`src/slcc_pkg.sv`:
```
package slcc_pkg;

  localparam int unsigned CFG_INDEX_W = 3;
  localparam int unsigned CFG_DATA_W = 16;
  localparam int unsigned LIST_COLORS_DEF = 7;
  localparam int unsigned LIST_IDX_W = 3;
  localparam int unsigned TABLE_LEN = 7;

  localparam logic [10:0] NEUTRAL_US = 11'd1500;
  localparam logic [15:0] PULSE_MIN = 16'd1000;
  localparam logic [15:0] PULSE_MAX = 16'd2000;
  localparam logic [16:0] SINCE_MAX = 17'h1FFFF;
  localparam logic [23:0] RESET_COLOR = 24'hFF0000;

  localparam logic [1:0] ORDER_GRB = 2'd0;
  localparam logic [1:0] ORDER_RGB = 2'd1;
  localparam logic [1:0] ORDER_BRG = 2'd2;

  localparam logic        WHEEL_MODE_RST = 1'b1;
  localparam logic [8:0]  HUE_STEP_RST = 9'd10;
  localparam logic [7:0]  BRIGHTNESS_RST = 8'd8;
  localparam logic [7:0]  DIM_PERIOD_RST = 8'd12;
  localparam logic [7:0]  DIM_ON_RST = 8'd1;
  localparam logic [15:0] ALIVE_TIMEOUT_RST = 16'd1000;
  localparam logic [15:0] STEP_PERIOD_RST = 16'd500;
  localparam logic [1:0]  COLOR_ORDER_RST = ORDER_RGB;

  typedef enum logic [CFG_INDEX_W-1:0] {
    CFG_WHEEL_MODE    = 3'd0,
    CFG_HUE_STEP      = 3'd1,
    CFG_BRIGHTNESS    = 3'd2,
    CFG_DIM_PERIOD    = 3'd3,
    CFG_DIM_ON        = 3'd4,
    CFG_ALIVE_TIMEOUT = 3'd5,
    CFG_STEP_PERIOD   = 3'd6,
    CFG_COLOR_ORDER   = 3'd7
  } cfg_reg_t;

  typedef enum logic [1:0] {
    BYTE_HI  = 2'd0,
    BYTE_MID = 2'd1,
    BYTE_LO  = 2'd2
  } byte_sel_t;

  typedef struct packed {
    logic      load_item;
    logic      update;
    logic      color;
    logic      scale;
    byte_sel_t scale_sel;
    logic      load_out;
  } ctrl_cmd_t;

  typedef struct packed {
    logic is_cmd;
  } dp_status_t;

  function automatic logic [23:0] pack_color(input logic [7:0] r, input logic [7:0] g,
                                             input logic [7:0] b, input logic [1:0] order);
    logic [23:0] w;
    case (order)
      ORDER_RGB: w = {r, g, b};
      ORDER_BRG: w = {b, r, g};
      default:   w = {g, r, b};
    endcase
    return w;
  endfunction

  function automatic logic [23:0] wheel_color(input logic [8:0] h, input logic [1:0] order);
    logic [2:0] sector;
    logic [5:0] f;
    logic [5:0] g;
    logic [9:0] rise_p;
    logic [9:0] fall_p;
    logic [7:0] rise;
    logic [7:0] fall;
    logic [7:0] r;
    logic [7:0] gr;
    logic [7:0] b;
    if (h < 9'd60) begin
      sector = 3'd0;
      f = h[5:0];
    end else if (h < 9'd120) begin
      sector = 3'd1;
      f = 6'(h - 9'd60);
    end else if (h < 9'd180) begin
      sector = 3'd2;
      f = 6'(h - 9'd120);
    end else if (h < 9'd240) begin
      sector = 3'd3;
      f = 6'(h - 9'd180);
    end else if (h < 9'd300) begin
      sector = 3'd4;
      f = 6'(h - 9'd240);
    end else begin
      sector = 3'd5;
      f = 6'(h - 9'd300);
    end
    // 255/60 is exactly 17/4.
    g = 6'(6'd60 - f);
    rise_p = 10'(f) * 10'd17;
    fall_p = (g == 6'd0) ? 10'd0 : 10'(g) * 10'd17;
    rise = rise_p[9:2];
    fall = (f == 6'd0) ? 8'd255 : fall_p[9:2];
    r = 8'd0;
    gr = 8'd0;
    b = 8'd0;
    case (sector)
      3'd0: begin r = 8'd255; gr = rise; end
      3'd1: begin r = fall; gr = 8'd255; end
      3'd2: begin gr = 8'd255; b = rise; end
      3'd3: begin gr = fall; b = 8'd255; end
      3'd4: begin r = rise; b = 8'd255; end
      default: begin r = 8'd255; b = fall; end
    endcase
    return pack_color(r, gr, b, order);
  endfunction

  function automatic logic [23:0] list_color(input logic [LIST_IDX_W-1:0] idx,
                                             input logic [1:0] order);
    logic [LIST_IDX_W-1:0] k;
    logic [23:0] rgb;
    k = (idx >= LIST_IDX_W'(TABLE_LEN)) ? LIST_IDX_W'(idx - LIST_IDX_W'(TABLE_LEN)) : idx;
    case (k)
      3'd0: rgb = {8'd255, 8'd0, 8'd0};
      3'd1: rgb = {8'd170, 8'd85, 8'd0};
      3'd2: rgb = {8'd128, 8'd127, 8'd0};
      3'd3: rgb = {8'd0, 8'd255, 8'd0};
      3'd4: rgb = {8'd0, 8'd0, 8'd255};
      3'd5: rgb = {8'd93, 8'd0, 8'd162};
      default: rgb = {8'd105, 8'd0, 8'd150};
    endcase
    return pack_color(rgb[23:16], rgb[15:8], rgb[7:0], order);
  endfunction

  function automatic logic [10:0] clamp_us(input logic [15:0] v);
    logic [10:0] c;
    if (v < PULSE_MIN) begin
      c = PULSE_MIN[10:0];
    end else if (v > PULSE_MAX) begin
      c = PULSE_MAX[10:0];
    end else begin
      c = v[10:0];
    end
    return c;
  endfunction

endpackage

```
`src/slcc_req_if.sv`:
```
interface slcc_req_if;
  logic        valid;
  logic        ready;
  logic        req_type;
  logic [15:0] drive_cmd;
  logic [15:0] steer_cmd;

  modport source (output valid, req_type, drive_cmd, steer_cmd, input ready);
  modport sink (input valid, req_type, drive_cmd, steer_cmd, output ready);
endinterface

```
`src/slcc_res_if.sv`:
```
interface slcc_res_if;
  logic        valid;
  logic        ready;
  logic        pixel_valid;
  logic [23:0] pixel_word;
  logic [10:0] drive_pulse;
  logic [10:0] steer_pulse;
  logic        link_alive;

  modport source (output valid, pixel_valid, pixel_word, drive_pulse, steer_pulse, link_alive,
                  input ready);
  modport sink (input valid, pixel_valid, pixel_word, drive_pulse, steer_pulse, link_alive,
                output ready);
endinterface

```
`src/status_led_color_cycler_watchdog_core.sv`:
```
// A tick item passes through the update, color, high, middle and low byte scale and
// load states; a command item only through update and load. The next item is taken
// once its result is loaded and the block is back in idle. The single 8x8 brightness
// multiplier is used once per color byte, after the counter update and color states.
// Synchronous active-high reset restores register defaults, neutral pulses, red color,
// the not-alive watchdog state and an empty output register.
module status_led_color_cycler_watchdog_core
  import slcc_pkg::*;
#(
  parameter int unsigned LIST_COLORS = LIST_COLORS_DEF
) (
  input  logic                   clk,
  input  logic                   rst,
  slcc_req_if.sink               req,
  slcc_res_if.source             res,
  input  logic                   cfg_we,
  input  logic [CFG_INDEX_W-1:0] cfg_index,
  input  logic [CFG_DATA_W-1:0]  cfg_data
);

  ctrl_cmd_t  cmd;
  dp_status_t status;

  slcc_ctrl u_ctrl (
    .clk       (clk),
    .rst       (rst),
    .in_valid  (req.valid),
    .in_ready  (req.ready),
    .out_valid (res.valid),
    .out_ready (res.ready),
    .status    (status),
    .cmd       (cmd)
  );

  slcc_dp #(
    .LIST_COLORS (LIST_COLORS)
  ) u_dp (
    .clk         (clk),
    .rst         (rst),
    .cfg_we      (cfg_we),
    .cfg_index   (cfg_index),
    .cfg_data    (cfg_data),
    .req_type    (req.req_type),
    .drive_cmd   (req.drive_cmd),
    .steer_cmd   (req.steer_cmd),
    .cmd         (cmd),
    .status      (status),
    .pixel_valid (res.pixel_valid),
    .pixel_word  (res.pixel_word),
    .drive_pulse (res.drive_pulse),
    .steer_pulse (res.steer_pulse),
    .link_alive  (res.link_alive)
  );

endmodule

```
`src/slcc_ctrl.sv`:
```
module slcc_ctrl
  import slcc_pkg::*;
(
  input  logic       clk,
  input  logic       rst,
  input  logic       in_valid,
  output logic       in_ready,
  output logic       out_valid,
  input  logic       out_ready,
  input  dp_status_t status,
  output ctrl_cmd_t  cmd
);

  typedef enum logic [2:0] {
    S_IDLE,
    S_UPDATE,
    S_COLOR,
    S_SCALE_HI,
    S_SCALE_MID,
    S_SCALE_LO,
    S_LOAD
  } state_t;

  state_t state;
  logic   out_free;

  assign out_free = !out_valid || out_ready;
  assign in_ready = (state == S_IDLE);

  always_comb begin
    cmd = '0;
    cmd.load_item = (state == S_IDLE) && in_valid;
    cmd.update = (state == S_UPDATE);
    cmd.color = (state == S_COLOR);
    cmd.scale = (state == S_SCALE_HI) || (state == S_SCALE_MID) || (state == S_SCALE_LO);
    cmd.scale_sel = (state == S_SCALE_MID) ? BYTE_MID :
                    (state == S_SCALE_LO) ? BYTE_LO : BYTE_HI;
    cmd.load_out = (state == S_LOAD) && out_free;
  end

  always_ff @(posedge clk) begin
    if (rst) begin
      state <= S_IDLE;
      out_valid <= 1'b0;
    end else begin
      if ((state == S_LOAD) && out_free) begin
        out_valid <= 1'b1;
      end else if (out_valid && out_ready) begin
        out_valid <= 1'b0;
      end
      unique case (state)
        S_IDLE: begin
          if (in_valid) begin
            state <= S_UPDATE;
          end
        end
        S_UPDATE: state <= status.is_cmd ? S_LOAD : S_COLOR;
        S_COLOR: state <= S_SCALE_HI;
        S_SCALE_HI: state <= S_SCALE_MID;
        S_SCALE_MID: state <= S_SCALE_LO;
        S_SCALE_LO: state <= S_LOAD;
        S_LOAD: begin
          if (out_free) begin
            state <= S_IDLE;
          end
        end
        default: state <= S_IDLE;
      endcase
    end
  end

endmodule

```
`src/slcc_dp.sv`:
```
module slcc_dp
  import slcc_pkg::*;
#(
  parameter int unsigned LIST_COLORS = LIST_COLORS_DEF
) (
  input  logic                   clk,
  input  logic                   rst,
  input  logic                   cfg_we,
  input  logic [CFG_INDEX_W-1:0] cfg_index,
  input  logic [CFG_DATA_W-1:0]  cfg_data,
  input  logic                   req_type,
  input  logic [15:0]            drive_cmd,
  input  logic [15:0]            steer_cmd,
  input  ctrl_cmd_t              cmd,
  output dp_status_t             status,
  output logic                   pixel_valid,
  output logic [23:0]            pixel_word,
  output logic [10:0]            drive_pulse,
  output logic [10:0]            steer_pulse,
  output logic                   link_alive
);

  logic        wheel_mode;
  logic [8:0]  hue_step;
  logic [7:0]  brightness;
  logic [7:0]  dim_period;
  logic [7:0]  dim_on;
  logic [15:0] alive_timeout;
  logic [15:0] step_period;
  logic [1:0]  color_order;

  logic        item_cmd;
  logic [15:0] item_drive;
  logic [15:0] item_steer;

  logic [7:0]            frame_phase;
  logic [16:0]           since_command;
  logic [15:0]           step_elapsed;
  logic [8:0]            hue;
  logic [LIST_IDX_W-1:0] list_index;
  logic [23:0]           current_color;
  logic [10:0]           drive_hold;
  logic [10:0]           steer_hold;
  logic                  alive;
  logic                  show;
  logic                  step;
  logic [23:0]           word;

  logic [8:0]            phase_inc;
  logic [7:0]            phase_next;
  logic                  show_next;
  logic [16:0]           since_next;
  logic                  alive_next;
  logic [16:0]           elapsed_inc;
  logic [9:0]            hue_sum;
  logic [8:0]            hue_next;
  logic [LIST_IDX_W:0]   list_inc;
  logic [LIST_IDX_W-1:0] list_next;
  logic [7:0]            scale_in;
  logic [15:0]           product;
  logic [15:0]           quot_sum;
  logic [7:0]            scaled;

  assign status.is_cmd = item_cmd;

  always_comb begin
    phase_inc = {1'b0, frame_phase} + 9'd1;
    if (dim_period == 8'd0) begin
      phase_next = 8'd0;
      show_next = 1'b1;
    end else begin
      phase_next = (phase_inc >= {1'b0, dim_period}) ? 8'd0 : phase_inc[7:0];
      show_next = phase_next < dim_on;
    end
    since_next = (since_command < SINCE_MAX) ? 17'(since_command + 17'd1) : since_command;
    alive_next = since_next <= {1'b0, alive_timeout};
    elapsed_inc = {1'b0, step_elapsed} + 17'd1;
    hue_sum = {1'b0, hue} + {1'b0, hue_step};
    if (hue_sum >= 10'd720) begin
      hue_next = 9'(hue_sum - 10'd720);
    end else if (hue_sum >= 10'd360) begin
      hue_next = 9'(hue_sum - 10'd360);
    end else begin
      hue_next = hue_sum[8:0];
    end
    list_inc = {1'b0, list_index} + (LIST_IDX_W+1)'(1);
    list_next = (list_inc >= (LIST_IDX_W+1)'(LIST_COLORS)) ? '0 : list_inc[LIST_IDX_W-1:0];
  end

  // Division by 255 of a product below 65536 as an add and shift.
  always_comb begin
    case (cmd.scale_sel)
      BYTE_MID: scale_in = current_color[15:8];
      BYTE_LO:  scale_in = current_color[7:0];
      default:  scale_in = current_color[23:16];
    endcase
    product = 16'(scale_in) * 16'(brightness);
    quot_sum = product + {8'd0, product[15:8]} + 16'd1;
    scaled = quot_sum[15:8];
  end

  always_ff @(posedge clk) begin
    if (rst) begin
      wheel_mode <= WHEEL_MODE_RST;
      hue_step <= HUE_STEP_RST;
      brightness <= BRIGHTNESS_RST;
      dim_period <= DIM_PERIOD_RST;
      dim_on <= DIM_ON_RST;
      alive_timeout <= ALIVE_TIMEOUT_RST;
      step_period <= STEP_PERIOD_RST;
      color_order <= COLOR_ORDER_RST;
    end else if (cfg_we) begin
      unique case (cfg_reg_t'(cfg_index))
        CFG_WHEEL_MODE:    wheel_mode <= cfg_data[0];
        CFG_HUE_STEP:      hue_step <= cfg_data[8:0];
        CFG_BRIGHTNESS:    brightness <= cfg_data[7:0];
        CFG_DIM_PERIOD:    dim_period <= cfg_data[7:0];
        CFG_DIM_ON:        dim_on <= cfg_data[7:0];
        CFG_ALIVE_TIMEOUT: alive_timeout <= cfg_data;
        CFG_STEP_PERIOD:   step_period <= cfg_data;
        CFG_COLOR_ORDER:   color_order <= cfg_data[1:0];
        default: ;
      endcase
    end
  end

  always_ff @(posedge clk) begin
    if (cmd.load_item) begin
      item_cmd <= req_type;
      item_drive <= drive_cmd;
      item_steer <= steer_cmd;
    end
    if (cmd.load_out) begin
      pixel_valid <= !item_cmd;
      pixel_word <= word;
      drive_pulse <= drive_hold;
      steer_pulse <= steer_hold;
      link_alive <= alive;
    end
    if (cmd.update) begin
      word <= '0;
    end else if (cmd.scale && show) begin
      case (cmd.scale_sel)
        BYTE_MID: word[15:8] <= scaled;
        BYTE_LO:  word[7:0] <= scaled;
        default:  word[23:16] <= scaled;
      endcase
    end
  end

  always_ff @(posedge clk) begin
    if (rst) begin
      frame_phase <= '0;
      since_command <= SINCE_MAX;
      step_elapsed <= '0;
      hue <= '0;
      list_index <= '0;
      current_color <= RESET_COLOR;
      drive_hold <= NEUTRAL_US;
      steer_hold <= NEUTRAL_US;
      alive <= 1'b0;
      show <= 1'b0;
      step <= 1'b0;
    end else if (cmd.update) begin
      if (item_cmd) begin
        drive_hold <= clamp_us(item_drive);
        steer_hold <= clamp_us(item_steer);
        since_command <= '0;
        alive <= 1'b1;
        step <= 1'b0;
      end else begin
        frame_phase <= phase_next;
        show <= show_next;
        since_command <= since_next;
        alive <= alive_next;
        if (alive_next) begin
          if (elapsed_inc >= {1'b0, step_period}) begin
            step <= 1'b1;
            step_elapsed <= '0;
            if (wheel_mode) begin
              hue <= hue_next;
            end else begin
              list_index <= list_next;
            end
          end else begin
            step <= 1'b0;
            step_elapsed <= elapsed_inc[15:0];
          end
        end else begin
          step <= 1'b0;
          drive_hold <= NEUTRAL_US;
          steer_hold <= NEUTRAL_US;
        end
      end
    end else if (cmd.color && step) begin
      current_color <= wheel_mode ? wheel_color(hue, color_order)
                                  : list_color(list_index, color_order);
    end
  end

endmodule

```
`src/flat_wrapper.sv`:
```
// flat-port wrapper written by rule: the top's interface ports become plain ports
module status_led_color_cycler_watchdog_core_flat import slcc_pkg::*;
#(
  parameter int unsigned LIST_COLORS = LIST_COLORS_DEF
)
  (clk, rst, cfg_we, cfg_index, cfg_data, req_valid, req_req_type, req_drive_cmd, req_steer_cmd, req_ready, res_valid, res_pixel_valid, res_pixel_word, res_drive_pulse, res_steer_pulse, res_link_alive, res_ready);
  slcc_req_if req_i ();
  slcc_res_if res_i ();
  input  logic clk;
  input  logic rst;
  input  logic cfg_we;
  input  logic [CFG_INDEX_W-1:0] cfg_index;
  input  logic [CFG_DATA_W-1:0] cfg_data;
  input wire logic [$bits(req_i.valid)-1:0] req_valid;
  input wire logic [$bits(req_i.req_type)-1:0] req_req_type;
  input wire logic [$bits(req_i.drive_cmd)-1:0] req_drive_cmd;
  input wire logic [$bits(req_i.steer_cmd)-1:0] req_steer_cmd;
  output wire logic [$bits(req_i.ready)-1:0] req_ready;
  output wire logic [$bits(res_i.valid)-1:0] res_valid;
  output wire logic [$bits(res_i.pixel_valid)-1:0] res_pixel_valid;
  output wire logic [$bits(res_i.pixel_word)-1:0] res_pixel_word;
  output wire logic [$bits(res_i.drive_pulse)-1:0] res_drive_pulse;
  output wire logic [$bits(res_i.steer_pulse)-1:0] res_steer_pulse;
  output wire logic [$bits(res_i.link_alive)-1:0] res_link_alive;
  input wire logic [$bits(res_i.ready)-1:0] res_ready;
  assign req_i.valid = req_valid;
  assign req_i.req_type = req_req_type;
  assign req_i.drive_cmd = req_drive_cmd;
  assign req_i.steer_cmd = req_steer_cmd;
  assign req_ready = req_i.ready;
  assign res_valid = res_i.valid;
  assign res_pixel_valid = res_i.pixel_valid;
  assign res_pixel_word = res_i.pixel_word;
  assign res_drive_pulse = res_i.drive_pulse;
  assign res_steer_pulse = res_i.steer_pulse;
  assign res_link_alive = res_i.link_alive;
  assign res_i.ready = res_ready;
  status_led_color_cycler_watchdog_core #(.LIST_COLORS(LIST_COLORS)) u_core (.clk(clk), .rst(rst), .req(req_i), .res(res_i), .cfg_we(cfg_we), .cfg_index(cfg_index), .cfg_data(cfg_data));
endmodule
```
`config.mk`:
```
export PLATFORM = sky130hd
export DESIGN_NAME = status_led_color_cycler_watchdog_core_flat
export DESIGN_NICKNAME = d
export VERILOG_FILES = /design/src/slcc_pkg.sv /design/src/slcc_req_if.sv /design/src/slcc_res_if.sv /design/src/status_led_color_cycler_watchdog_core.sv /design/src/slcc_ctrl.sv /design/src/slcc_dp.sv /design/src/flat_wrapper.sv
export SDC_FILE = /design/constraint.sdc
export NUM_CORES = 1
export LEC_CHECK = 0
export BUFFER_PORTS_ARGS = -buffer_cell sky130_fd_sc_hd__buf_2
export CORE_MARGIN = 4
export CORE_UTILIZATION = 30
export CTS_BUF_LIST = sky130_fd_sc_hd__clkbuf_8 sky130_fd_sc_hd__clkbuf_16
export DETAILED_ROUTE_END_ITERATION = 16
export PLACE_DENSITY_LB_ADDON = 0.1
export SLEW_MARGIN = 20
export SYNTH_ARGS = -nofsm -noshare
export SYNTH_HDL_FRONTEND = slang
export SYNTH_SLANG_ARGS = --single-unit
export TNS_END_PERCENT = 100
```
`constraint.sdc`:
```
create_clock -name clk -period 12.45 [get_ports clk]
set_clock_uncertainty 0.1 [all_clocks]
set_input_delay 1.245 -clock clk [delete_from_list [all_inputs] [get_ports clk]]
set_output_delay 1.245 -clock clk [all_outputs]
set_load 0.01 [all_outputs]
```
**Word-level counts from Yosys, hierarchy flattened**

Index checks and enable logic that the tools add are counted.

- Register bits: 279
- Input bits: 57
- Output and inout port bits: 50
- Word-level logic and storage cells: 198

- $add $sub $neg: 16
- Multiply operators: 3
- $lt $le $gt $ge: 18
- Equality and inequality tests: 29
- Muxes and demuxes: 55
- Bitwise logic cells: 4
- Reduce and logical (&&, ||, !) cells: 41

Operator list:

| cell | number |
|---|---|
| case mux 24 bit (6 select lines) | 1 |
| case mux 24 bit (2 select lines) | 2 |
| 2-to-1 mux 11 bit | 7 |
| case mux 8 bit (3 select lines) | 3 |
| 2-to-1 mux 6 bit | 8 |
| 2-to-1 mux 3 bit | 12 |
| 2-to-1 mux 17 bit | 2 |
| > comparator 16 x 11 -> 1 bit, second input constant | 2 |
| < comparator 16 x 10 -> 1 bit, second input constant | 2 |
| equality test 3 bit, second input constant | 10 |
| AND reduction 2 bit | 15 |
| subtractor 6 bit, second input constant | 5 |
| equality test 3 x 2 -> 1 bit, second input constant | 8 |
| 2-to-1 mux 24 bit | 1 |
| 2-to-1 mux 8 bit | 3 |
| case mux 3 bit (7 select lines) | 1 |
| multiplier 6 x 5 -> 10 bit, second input constant | 2 |
| < comparator 9 x 8 -> 1 bit, second input constant | 2 |
| 2-to-1 mux 9 bit | 2 |
| adder 16 x 1 -> 17 bit, second input constant | 1 |
| adder 17 x 1 -> 17 bit, second input constant | 1 |
| greater-or-equal comparator 17 x 16 -> 1 bit | 1 |
| less-or-equal comparator 17 x 16 -> 1 bit | 1 |
| < comparator 17 bit, second input constant | 1 |
| 39 further kinds | 73 |

**Logic depth before layout (Yosys ltp)**

- Depth in word-level cells: 16
- Mapped depth: 33
- Mapped depth without buffers: 30

**By module**

Synthesis repeated with hierarchy kept, for this count alone.

- Cell total of the unflattened synthesis: 1979
- Area total of the unflattened synthesis: 17430.5 µm²

Modules (own cells, without submodules):

| module | instances | cells an instance | area each (µm²) |
|---|---|---|---|
| slcc_dp | 1 | 1948 | 17194.0 |
| slcc_ctrl | 1 | 31 | 236.5 |

**Worst setup path before layout**

OpenSTA, ideal clock, no wires.

- Kind: register -> register
- Start point: reg u_core.u_ctrl.state[1]
- End point: reg u_core.u_dp.word[23]
- Arrival: 6.998 ns
- Slack: 5.220 ns
- Stages on the path, launching flop included: 32
- Path buffers: 3
- Cells stage by stage: dfxtp_1 clkbuf_1 nand2b_1 clkbuf_1 clkbuf_1 nor2_1 a21oi_1 nand2b_1 fa_1 fa_1 inv_1 fa_1 inv_1 fa_1 inv_1 ha_1 o21a_1 a21oi_1 o21ai_0 a311oi_1 xor2_1 inv_1 ha_1 o21ai_0 a21oi_1 o41ai_1 nor2_1 o21ai_1 nor4_1 nand3_1 xor2_1 o221ai_1

- Word-level cells in the longest chain between the ends: 8
- Elaborated cells between the ends (all ways): 18

Ends and longest elaborated chain:

| item | RTL line | RTL |
|---|---|---|
| from (decl) | slcc_ctrl.sv:24 | `state_t state;` |
| from (signal assigned) | slcc_ctrl.sv:57 | `S_UPDATE: state <= status.is_cmd ? S_LOAD : S_COLOR;` |
| equality test 3 bit | slcc_ctrl.sv:35, slcc_ctrl.sv:37 |  |
| 2-to-1 mux 2 bit | slcc_ctrl.sv:37 | `(state == S_SCALE_LO) ? BYTE_LO : BYTE_HI;` |
| 2-to-1 mux 2 bit | slcc_ctrl.sv:36 | `cmd.scale_sel = (state == S_SCALE_MID) ? BYTE_MID :` |
| equality test 2 bit / equality test 2 x 1 -> 1 bit (equally long branches) | slcc_dp.sv:92, slcc_dp.sv:143 |  |
| case mux 8 bit (2 select lines) | slcc_dp.sv:92 | `case (cmd.scale_sel)` |
| multiplier 8 x 8 -> 16 bit | slcc_dp.sv:97 | `product = 16'(scale_in) * 16'(brightness);` |
| adder 16 x 8 -> 16 bit | slcc_dp.sv:98 | `quot_sum = product + {8'd0, product[15:8]} + 16'd1;` |
| adder 16 x 1 -> 16 bit | slcc_dp.sv:98 |  |
| to (signal assigned) | slcc_dp.sv:146 | `default: word[23:16] <= scaled;` |
| to (decl) | slcc_dp.sv:47 | `logic [23:0] word;` |

Several ways; a longest one is shown, not always the timed one.
A chain may end at the register's enable or synchronous reset.

**Worst setup path in the final report**

Ends and elaborated chain as after synthesis.

==> key figures <==
Run status
  – Status: completed

GRT
  – GRT overflow: 0
  – Largest net degree at the start of global routing: 86
  – Total GRT Usage: 15.6%
  – Vias in the first global route: 14500
  – First-pass GRT wire length: 79.9 mm
  – Initial antenna violation count: 3

Setup path
  – Worst path max stage delay: 0.60 ns
  – R2r startpoint: u_core.u_ctrl.state[1]
  – Critical path peak fanout: 16
  – Reg2Reg Setup Slack: approximately 4.3 ns
  – Crit end category: register
  – Arr. time, crit path: 8.40 ns
  – Slowest stage cell on the critical path: a21oi_1
  – Crit path required time: 12.75 ns
  – R2r endpoint: u_core.u_dp.word[23]
  – CP Launch Type: register
  – Worst reg2reg path depth: 28
  – Worst Path Buf+Inv: 4
  – Critical path class: register to register
  – Cell family with most CP delay: adder cells

Pwr
  – Power Density: 123 mW/mm^2
  – Pleak: between 8 and 9 nW
  – Seq pwr share: between 40% and 50%
  – Combinational share of power: 17.9%
  – VDD IR max: 111 uV
  – Net Sw Power: 0.697 mW
  – Net Sw Frac: 28.5%
  – Clk network pwr share: roughly two fifths
  – P_int: 1.75 mW

STA
  – Worst slew pin tran: approximately 1.1 ns
  – Hold Vio Cnt, Final: 0
  – Fin crit share: roughly 65%
  – FMAX: approximately 120 MHz
  – RSZ-0062 raised after global routing: no
  – Setup Viol. Count Final: 0
  – Max-slew violations: 0
  – Rel. slew slack: between 20% and 30%
  – Min Tclk post-route: 8.10 ns
  – Final TNS setup: 0 ns

Worst hold path
  – Hold path cells: 0
  – Hold WC Path Type: register to register
  – Hold Path End: u_core.u_dp.steer_pulse[10]
  – Min-delay src: u_core.u_dp.steer_hold[10]

Routing
  – Via count: 14400
  – Antenna Nets Post-Route: 0
  – Via/cell ratio: just over 5
  – Post-Route WL: 49.7 mm
  – Initial drt markers: ~970
  – Routed len/inst: around 18 um
  – DRC: 0
  – Pre-Repair DR Iteration Count: 5

Floorplanning
  – Chip height: 250 um
  – Core ar.: 0.0577 mm^2
  – Starting Density: a little under a third
  – Die area: 0.0623 mm^2
  – Num rows: about 90
  – IO Pins: 107
  – Chip width: 250 um

Yosys
  – Synth warn: 0
  – Top cell type by total area after synthesis: dfxtp_1
  – Compound-Gate Fraction of Synth Area: 20.1%
  – Post-Synth XOR/XNOR Area: around 3.7%
  – Largest family of logic cells by synthesized area: compound AO/OA/AOI/OAI gates
  – Post-synth ARST share: 0%
  – Synth area leaders: dfxtp_1 (23%), edfxtp_1 (14%), ha_1 (9.3%)
  – Post-Synthesis Cells: 1971
  – Post-Syn Nets: roughly 2200
  – Top cell type's share of synthesized area: 22.6%
  – Unique cell type count in the Yosys netlist: 104
  – Synth Register Bits: 279
  – Mux share of post-synthesis cell area: 1.61%
  – Synth Area in Simple Gates: 18.8%
  – Synthesized area: 0.0175 mm^2
  – Sequential-to-total area share from yosys stat: 36.5%
  – Synth Flop Type: dfxtp_1
  – Post-Synth Adder-Cell Area: 13.7%
  – Number of synthesized flops with an enable pin: 81
  – Syn Area/Cell: 8.89 um^2

Clocking
  – Clk sinks: between 200 and 300
  – CTS Buf Count: 34
  – # hold bufs at CTS: 0
  – Post-CTS sizing: 0
  – Worst-Skew Late Latency: 0.53 ns
  – H-tree depth: 2
  – Maximum buffer depth of the clock tree: 3
  – Clock root buffer: clkbuf_16
  – Post-CTS Setup Bufs: 0
  – CTS tree: done
  – Clock-pin slew on the worst setup and hold paths: 0.06 ns

Finish
  – Fin nets: between 2000 and 2500
  – Final Non-Filler Cells: 2825
  – Fin util: between 30% and 40%
  – Layout cells sized above 1: 10.9%
  – Area grow syn2layout: 13.1%

Flow run
  – Maxcap violations: 0

Placed design
  – Cells after DPL: 2763
  – Buffers on Ports: 106
  – DP Wirelength: 36.5 mm
  – Placer congestion estimate: 0.845
## area by class of cell
cell class,count,area (um^2)
antenna,3,7.51
clock buffer,38,917
clock inverter,21,216
fill,6068,37900
inverter,134,503
multi-input combinational,1464,10200
sequential,279,6400
tap,765,957
timing repair buffer,121,646
## power by group through the flow
stage	sequential, mW	combinational, mW	clock, mW
floorplan	1.00	0.319	0
global placement	1.01	0.435	0
detailed placement	1.02	0.440	0
CTS	0.996	0.444	1.04
global route	1.00	0.503	1.09
finish	0.995	0.438	1.01
## worst register-to-register path: cells and delay by family, from the launching register on
kind | cells | cell delay [ns]
and+or+nand+nor | 6 | 1.76
adders and majority gates | 6 | 2.65
AOI/OAI and AO/OA | 10 | 2.24
xor gates and xnor gates | 2 | 0.51
DFF | 1 | 0.46
buffers and inverters | 4 | 0.26
## flip-flops by register name (all words and copies together) (netlist names), 11 cells and up
register                   count
u_core.u_dp.alive_timeout     16
u_core.u_dp.current_color     24
u_core.u_dp.drive_hold        11
u_core.u_dp.drive_pulse       11
u_core.u_dp.item_drive        16
u_core.u_dp.item_steer        16
u_core.u_dp.pixel_word        24
u_core.u_dp.since_command     17
u_core.u_dp.steer_hold        11
u_core.u_dp.steer_pulse       11
u_core.u_dp.step_elapsed      16
u_core.u_dp.step_period       16
u_core.u_dp.word              24
## per-stage QoR
step                      total power [mW]  cell area (um^2)  worst slack (ns)  hold slack [ns]
after floorplan                       1.32             17500              5.22            0.303
after detailed placement              1.46             18700              4.39            0.314
final                                 2.44             19800              4.35            0.324
after global routing                  2.59             19800              3.70            0.332
after CTS                             2.48             19800              4.35            0.327
after global placement                1.45             18700              4.51            0.311
## layer usage
metal | track usage, % | vias to the layer above | share of wire [%]
li1 | - | 7149 | -
met1 | 21.0 | 6913 | 46
met2 | 26.1 | 270 | 47
met3 | 2.39 | 78 | 3.8
met4 | 4.54 | 0 | 2.7
met5 | 0 | - | 0
## how the worst max path moves through the flow
stage                     cells after the start                   start                    to  slack [ns]
after global routing                         28  u_core.u_ctrl.state[1]  u_core.u_dp.word[23]        3.70
final                                        28  u_core.u_ctrl.state[1]  u_core.u_dp.word[23]        4.35
after floorplan                              31  u_core.u_ctrl.state[1]  u_core.u_dp.word[23]        5.22
after CTS                                    28  u_core.u_ctrl.state[1]  u_core.u_dp.word[23]        4.35
after detailed placement                     28  u_core.u_ctrl.state[1]   u_core.u_dp.word[7]        4.39
after global placement                       28  u_core.u_ctrl.state[1]  u_core.u_dp.word[23]        4.51
## synth_stat cells (36+ instances only)
cell	n
nand2_1	222
dfxtp_1	198
a21oi_1	174
nor2_1	151
inv_1	132
ha_1	130
o21ai_0	82
edfxtp_1	81
nor2b_1	79
clkbuf_1	68
nand3_1	44
fa_1	39
xnor2_1	36
## cells by family after synthesis
| group | Yosys count |
|---|---|
| adder cells (fa/ha/maj) | 169 |
| flip-flops | 279 |
| AO/OA/AOI/OAI | 530 |
| multiplexers | 27 |
| buffers and inverters | 228 |
| AND/OR/NAND/NOR | 667 |
| XOR/XNOR | 71 |
## cells in the final DEF, fill, tap and decap left out, drive strengths merged, types with 8 or more instances in the layout
cell and instances:
and2 11, nand3 44, a31oi 17, edfxtp 81, ha 130, nand4 16, a221o 20, nand2b 26
o22ai 12, a21o 20, nor2 152, nand3b 11, a21boi 8, xnor2 37, nor4 8, a22oi 13
a21oi 174, o211ai 26, a211oi 35, nor3 26, inv 140, dfxtp 198, mux2i 23, o221ai 8
o21ai 94, or2 10, nor2b 79, xor2 33, and3 22, fa 39, o21a 25, nand2 223
a211o 9, clkbuf 38, buf 121
Power figures use the tool's default switching activity.
